===== src/ttc_pkg.sv =====
// Shared types, constants and key packing for the tile tag cache.
package ttc_pkg;

  localparam int CACHE_ENTRIES_DEF = 16;
  localparam int COL_W             = 17;
  localparam int ZOOM_W            = 5;
  localparam int KEY_W             = 2 * COL_W + 2 * ZOOM_W;
  localparam int HANDLE_W          = 16;

  localparam logic FUNC_LOOKUP = 1'b0;
  localparam logic FUNC_INSERT = 1'b1;

  typedef struct packed {
    logic                func;
    logic [COL_W-1:0]    tile_col;
    logic [COL_W-1:0]    tile_row;
    logic [ZOOM_W-1:0]   zoom;
    logic [ZOOM_W-1:0]   source;
    logic [HANDLE_W-1:0] handle_in;
  } in_word_t;

  typedef struct packed {
    logic                hit;
    logic [HANDLE_W-1:0] handle_out;
    logic                evicted_valid;
    logic [HANDLE_W-1:0] evicted_handle;
  } out_word_t;

  typedef struct packed {
    logic [KEY_W-1:0]    key;
    logic [HANDLE_W-1:0] handle;
  } entry_t;

  // Key layout: source, zoom, row, col from msb down.
  function automatic logic [KEY_W-1:0] pack_key(input in_word_t w);
    return {w.source, w.zoom, w.tile_row, w.tile_col};
  endfunction

endpackage


===== src/tile_tag_cache_fifo.sv =====
// Tile tag cache: fully associative tag store with FIFO replacement.
//
// Input channel in_valid/in_ready/in_data carries one request word: a
// lookup (func 0) or an insert (func 1) of a tile key with its handle.
// Output channel out_valid/out_ready/out_data returns exactly one result
// word per request: hit and handle for a lookup, the evicted handle for an
// insert.
// Keys and handles live in one synchronous memory of CACHE_ENTRIES words,
// read one entry a cycle; valid bits sit in flip-flops.
// A lookup walks the memory from entry 0 and stops at the first valid
// match, or after the last entry on a miss; the next request is taken
// in the cycle after the result is loaded.
// An insert reads the victim, writes the new entry and advances the
// round-robin pointer; it too ends before the next request is taken.
// The scan over the single memory read port sets the lookup rate.
// Reset clears all valid bits and the pointer; no clearing pass is needed.
// The output register holds a result while out_ready is low; the next
// request is still accepted and runs, and it waits only to load its result.
module tile_tag_cache_fifo
  import ttc_pkg::*;
#(
  parameter int CACHE_ENTRIES = CACHE_ENTRIES_DEF
) (
  input  logic      clk,
  input  logic      rst_n,
  input  logic      in_valid,
  output logic      in_ready,
  input  in_word_t  in_data,
  output logic      out_valid,
  input  logic      out_ready,
  output out_word_t out_data
);

  localparam int               IDX_W    = $clog2(CACHE_ENTRIES);
  localparam logic [IDX_W-1:0] LAST_IDX = IDX_W'(CACHE_ENTRIES - 1);

  localparam logic [1:0] ST_IDLE = 2'd0;
  localparam logic [1:0] ST_SCAN = 2'd1;
  localparam logic [1:0] ST_INS  = 2'd2;
  localparam logic [1:0] ST_DONE = 2'd3;

  logic [1:0]               state_r, state_nxt;
  logic [IDX_W-1:0]         cmp_idx_r, cmp_idx_nxt;
  logic [IDX_W-1:0]         ptr_r, ptr_nxt;
  logic [CACHE_ENTRIES-1:0] valid_r, valid_nxt;
  logic [KEY_W-1:0]         key_r;
  logic [HANDLE_W-1:0]      handle_r;
  out_word_t                result_r, result_nxt;
  logic                     out_valid_r, out_valid_nxt;
  out_word_t                out_data_r;

  entry_t                   mem [CACHE_ENTRIES];
  entry_t                   rd_q;
  logic [IDX_W-1:0]         rd_addr;
  logic                     mem_we;
  logic                     accept;
  logic                     load_out;

  assign in_ready  = (state_r == ST_IDLE);
  assign accept    = in_valid && in_ready;
  assign load_out  = (state_r == ST_DONE) && (!out_valid_r || out_ready);
  assign out_valid = out_valid_r;
  assign out_data  = out_data_r;
  assign mem_we    = (state_r == ST_INS);

  // Prefetch the next entry while comparing the current one.
  always_comb begin
    if (state_r == ST_SCAN) begin
      rd_addr = cmp_idx_r + 1'b1;
    end else if (in_data.func == FUNC_INSERT) begin
      rd_addr = ptr_r;
    end else begin
      rd_addr = '0;
    end
  end

  always_ff @(posedge clk) begin
    if (mem_we) begin
      mem[ptr_r] <= '{key: key_r, handle: handle_r};
    end
    rd_q <= mem[rd_addr];
  end

  always_comb begin
    state_nxt     = state_r;
    cmp_idx_nxt   = cmp_idx_r;
    ptr_nxt       = ptr_r;
    valid_nxt     = valid_r;
    result_nxt    = result_r;
    out_valid_nxt = out_valid_r;
    if (out_valid_r && out_ready) begin
      out_valid_nxt = 1'b0;
    end
    case (state_r)
      ST_IDLE: begin
        if (accept) begin
          cmp_idx_nxt = '0;
          result_nxt  = '0;
          state_nxt   = (in_data.func == FUNC_INSERT) ? ST_INS : ST_SCAN;
        end
      end
      ST_SCAN: begin
        if (valid_r[cmp_idx_r] && (rd_q.key == key_r)) begin
          result_nxt.hit        = 1'b1;
          result_nxt.handle_out = rd_q.handle;
          state_nxt             = ST_DONE;
        end else if (cmp_idx_r == LAST_IDX) begin
          state_nxt = ST_DONE;
        end else begin
          cmp_idx_nxt = cmp_idx_r + 1'b1;
        end
      end
      ST_INS: begin
        if (valid_r[ptr_r]) begin
          result_nxt.evicted_valid  = 1'b1;
          result_nxt.evicted_handle = rd_q.handle;
        end
        valid_nxt[ptr_r] = 1'b1;
        ptr_nxt          = (ptr_r == LAST_IDX) ? '0 : ptr_r + 1'b1;
        state_nxt        = ST_DONE;
      end
      ST_DONE: begin
        if (load_out) begin
          out_valid_nxt = 1'b1;
          state_nxt     = ST_IDLE;
        end
      end
      default: begin
        state_nxt = ST_IDLE;
      end
    endcase
  end

  always_ff @(posedge clk) begin
    if (!rst_n) begin
      state_r     <= ST_IDLE;
      cmp_idx_r   <= '0;
      ptr_r       <= '0;
      valid_r     <= '0;
      out_valid_r <= 1'b0;
    end else begin
      state_r     <= state_nxt;
      cmp_idx_r   <= cmp_idx_nxt;
      ptr_r       <= ptr_nxt;
      valid_r     <= valid_nxt;
      out_valid_r <= out_valid_nxt;
    end
  end

  always_ff @(posedge clk) begin
    if (accept) begin
      key_r    <= pack_key(in_data);
      handle_r <= in_data.handle_in;
    end
    result_r <= result_nxt;
    if (load_out) begin
      out_data_r <= result_r;
    end
  end

  a_idx_range: assert property (@(posedge clk) disable iff (!rst_n)
    (state_r == ST_SCAN) |-> (cmp_idx_r <= LAST_IDX))
    else $error("scan index beyond last entry");

  a_ptr_advance: assert property (@(posedge clk) disable iff (!rst_n)
    (state_r == ST_INS) |=>
      (ptr_r == (($past(ptr_r) == LAST_IDX) ? '0 : $past(ptr_r) + 1'b1)))
    else $error("insert pointer did not advance");

  a_slot_valid: assert property (@(posedge clk) disable iff (!rst_n)
    (state_r == ST_INS) |=> valid_r[$past(ptr_r)])
    else $error("inserted slot not marked valid");

  a_miss_zero: assert property (@(posedge clk) disable iff (!rst_n)
    (out_valid && !out_data.hit) |-> (out_data.handle_out == '0))
    else $error("handle on miss or insert is not zero");

  a_hit_excl: assert property (@(posedge clk) disable iff (!rst_n)
    out_valid |-> !(out_data.hit && out_data.evicted_valid))
    else $error("hit and eviction in one result");

endmodule


===== config.mk =====
export PLATFORM = sky130hd
export DESIGN_NAME = tile_tag_cache_fifo
export DESIGN_NICKNAME = d
export VERILOG_FILES = /design/src/ttc_pkg.sv /design/src/tile_tag_cache_fifo.sv
export SDC_FILE = /design/constraint.sdc
export NUM_CORES = 1
export LEC_CHECK = 0
export BUFFER_PORTS_ARGS = -buffer_cell sky130_fd_sc_hd__buf_2
export CORE_ASPECT_RATIO = 0.75
export CORE_UTILIZATION = 40
export CTS_CLUSTER_DIAMETER = 120
export DETAILED_ROUTE_END_ITERATION = 7
export PLACE_DENSITY = 0.61
export SYNTH_ARGS = -nofsm -noshare
export SYNTH_HDL_FRONTEND = slang
export SYNTH_SLANG_ARGS = --single-unit
export TNS_END_PERCENT = 20

===== constraint.sdc =====
create_clock -name clk -period 7.1 [get_ports clk]
set_input_delay 0.355 -clock clk [delete_from_list [all_inputs] [get_ports clk]]
set_output_delay 0.355 -clock clk [all_outputs]
set_load 0.02 [all_outputs]

==> results.py <==
metrics = {
    "timing": {
        "period_minus_slack_ns": 4.45,
        "final_max_slew_viol_count": 0,
        "setup-violations-final": 0,
        "final_hold_viol_count": 0,
        "layout_setup_ws_ns": 2.65,
        "setup_tns_ns": 0,
        "fmax_mhz": 225,
        "fin_skew_ns": 0.0423,
        "post-route-period-util": 0.626,
        "maxSlewHeadroom": 0.0413,
        "worstMarginPinSlew_ns": 1.42,
        "grt_setup_unrepaired": "false",
    },
    "cells_and_area": {
        "final_layout_size_suffix_gt1_frac": 0.105,
        "final_area_mm2": 0.0512,
        "n_fill_cell": 9475,
        "nets": 3293,
        "area_growth_pct": 14.2,
    },
    "global_route": {
        "antenna_found_initial": 5,
        "grt_pass1_wl_um": 165000,
        "grt_pass1_vias": 25000,
        "track_usage": 0.195,
        "grt_max_degree": 188,
        "overflow": 0,
    },
    "placed_design": {
        "io_buffers": 100,
        "hpwl_um": 53300,
        "place_area_mm2": 0.0468,
        "pre_cts_ws_ns": 2.80,
        "gp_congestion": 0.748,
    },
    "synth": {
        "synth.most_common_cell": "edfxtp_1",
        "avgSynthCellArea_um2": 14.3,
        "ys_warn_count": 0,
        "synthTopCellsByArea": "edfxtp_1, nand2_1, dfxtp_1, a311oi_1, nand3_1",
        "netlist_area_mm2": 0.0449,
        "ys_seq_elements": 1175,
        "synthCells": 3132,
        "async_reset_ff_frac": 0,
        "ys_top_cells_by_count": "edfxtp_1, nand2_1, nand3_1",
        "syn-num-nets": 3206,
        "ys_types": 48,
        "ys_seq_area_frac": 0.767,
        "synth_flop_cell": "edfxtp_1",
        "synth_top_cell_by_area": "edfxtp_1",
        "synth_edf_count": 1088,
        "yosys.area.top_type_share": 0.728,
    },
    "floorplanning": {
        "die_w_um": 389,
        "design.core.area_mm2": 0.110,
        "die_area_mm2": 0.113,
        "row_count": 105,
        "fp.dieH_um": 292,
        "io-pin-count": 101,
        "start_util": 0.407,
    },
    "job": {
        "maxCapViolCount": 0,
    },
    "drt": {
        "drcViolationCount": 0,
        "vias": 26500,
        "drt-total-wl_um": 111000,
        "avgRoutedWirePerCell_um": 23.4,
        "vias_per_cell": 5.56,
        "dr.pass1.iters": 5,
        "antenna_left": 0,
        "drtIter0Drc": 2493,
    },
    "power_and_ir_drop": {
        "total_power_uw": 19500,
        "peakVddDrop_v": 0.000263,
        "p_per_area_mw_per_mm2": 381,
        "leakage_uw": 0.0172,
    },
    "setup_path": {
        "critical_path.max_fanout": 17,
        "crit_path_end_kind": "flip-flop",
        "arrival_ns": 4.83,
        "critPathRequiredTime_ns": 7.48,
        "worstSetupPathType": "reg -> reg",
        "startpoint_type": "flip-flop",
    },
    "status": {
        "status": "finished clean",
    },
    "clock_network": {
        "clk_pin_slew_worst_paths_ns": 0.07,
        "clk-insertion-delay-late_ns": 0.72,
        "cts_tree": "yes",
        "cts_buffers": 109,
        "cts_sinks": 1175,
        "htreeDepth": 3,
        "cts.path.max_buffers": 3,
        "clock_tree.root_cell": "clkbuf_16",
        "post-cts-setup-buffers": 0,
    },
    "hold_path": {
        "worstHoldPathType": "in -> reg",
    },
}
[report_power, final]
part / switching (µW) / internal [µW]
Sequential: 472 / 8460
Combinational: 3050 / 1350
Clock: 2580 / 3600
Total: 6100 / 13400
[area by class of cell]
class / count / area, µm² / area share
Timing Repair Buffer: 200 / 1490 / 0.0291
Clock buffer: 162 / 3230 / 0.0631
Clock inverter: 46 / 614 / 0.0120
Antenna cell: 3 / 7.51 / 0.000147
Inverter: 8 / 32.5 / 0.000635
Multi-Input combinational cell: 1725 / 9640 / 0.188
Tap cell: 1444 / 1810 / 0.0353
Sequential cell: 1175 / 34400 / 0.672
[what timing repair did]
| item | 4_1_cts | 5_1_grt |
|---|---|---|
| resized for setup | 0 | 0 |
| hold endpoints to repair | 60 | 0 |
| setup endpoints to repair | 0 | 0 |
| hold buffers | 60 | 0 |
[flip-flops by register name, summed over array words and instances, names as in the netlist]
name	cells
mem	960
rd_q	60
key_r	44
out_data	34
result_r	34
handle_r	16
valid_r	16
cmp_idx_r	4
ptr_r	4
state_r	2
out_valid	1
[logic make-up (layout without fill, tap and decap cells)]
kind of cell / count (synthesis) / in the layout / share of synthesized area
multiplexers: 14 / 14 / 0.00527
AO/OA/AOI/OAI: 463 / 463 / 0.0777
AND/OR/NAND/NOR: 1192 / 1192 / 0.118
other: 0 / 3 / 0
buffers and inverters: 232 / 416 / 0.0201
flip-flops: 1175 / 1175 / 0.767
adder cells (fa/ha/maj): 9 / 9 / 0.00251
XOR/XNOR: 47 / 47 / 0.00918
[path summary, 6_finish.rpt]
check	startpoint	end	slack, ns	cells after the start
hold / removal	out_ready	out_valid	0.05	4
setup reg to reg	key_r[39]	result_r[17]	2.65	7
setup / recovery	key_r[39]	result_r[17]	2.65	7
hold reg to reg	result_r[4]	out_data[4]	0.42	0
[per-layer routing]
layer,vias to the layer above,global-route usage,wire length [µm]
li1,12100,-,-
met1,13300,0.293,51700
met5,-,0,0
met3,144,0.0366,8070
met2,930,0.291,49500
met4,0,0.0476,1960
[layout by cell type, fill, tap and decap left out, drive strengths merged, types with 3 or more instances in the layout]
| cell type | instances |
|---|---|
| nor4 | 11 |
| xor2 | 46 |
| mux2i | 6 |
| dlygate4sd3 | 60 |
| dfxtp | 87 |
| diode | 3 |
| edfxtp | 1088 |
| a31oi | 61 |
| nand3b | 3 |
| inv | 9 |
| clkinvlp | 5 |
| mux4 | 7 |
| o21a | 17 |
| clkbuf | 162 |
| a221oi | 4 |
| nand2 | 732 |
| nor2 | 14 |
| ha | 9 |
| and2 | 50 |
| a211oi | 121 |
| and3 | 122 |
| nand3 | 246 |
| a21oi | 65 |
| a311oi | 180 |
| clkinv | 28 |
| buf | 140 |
| bufinv | 12 |
| o21ai | 3 |
| nor2b | 4 |
[worst max-delay path, cell delays in order, from the launching register on]
cell and delay, ns:
edfxtp_1 0.65, xor2_1 0.31, nor4_1 1.23, nand4_1 0.30, a2111oi_4 0.98, and2b_2 0.30, nor2_1 0.08, buf_4 0.25
[through the flow]
| stage | instances | utilization | hold WS [ns] |
|---|---|---|---|
| floorplan | 3132 | - | 0.400 |
| global placement | 4492 | 0.424 | 0.403 |
| detailed placement | 4492 | 0.424 | 0.405 |
| CTS | 4760 | 0.465 | 0.00368 |
| global route | 4761 | 0.465 | 0.0582 |
| finish | 4763 | 0.465 | 0.0529 |
No activity file was read; power rests on OpenSTA's default activity.
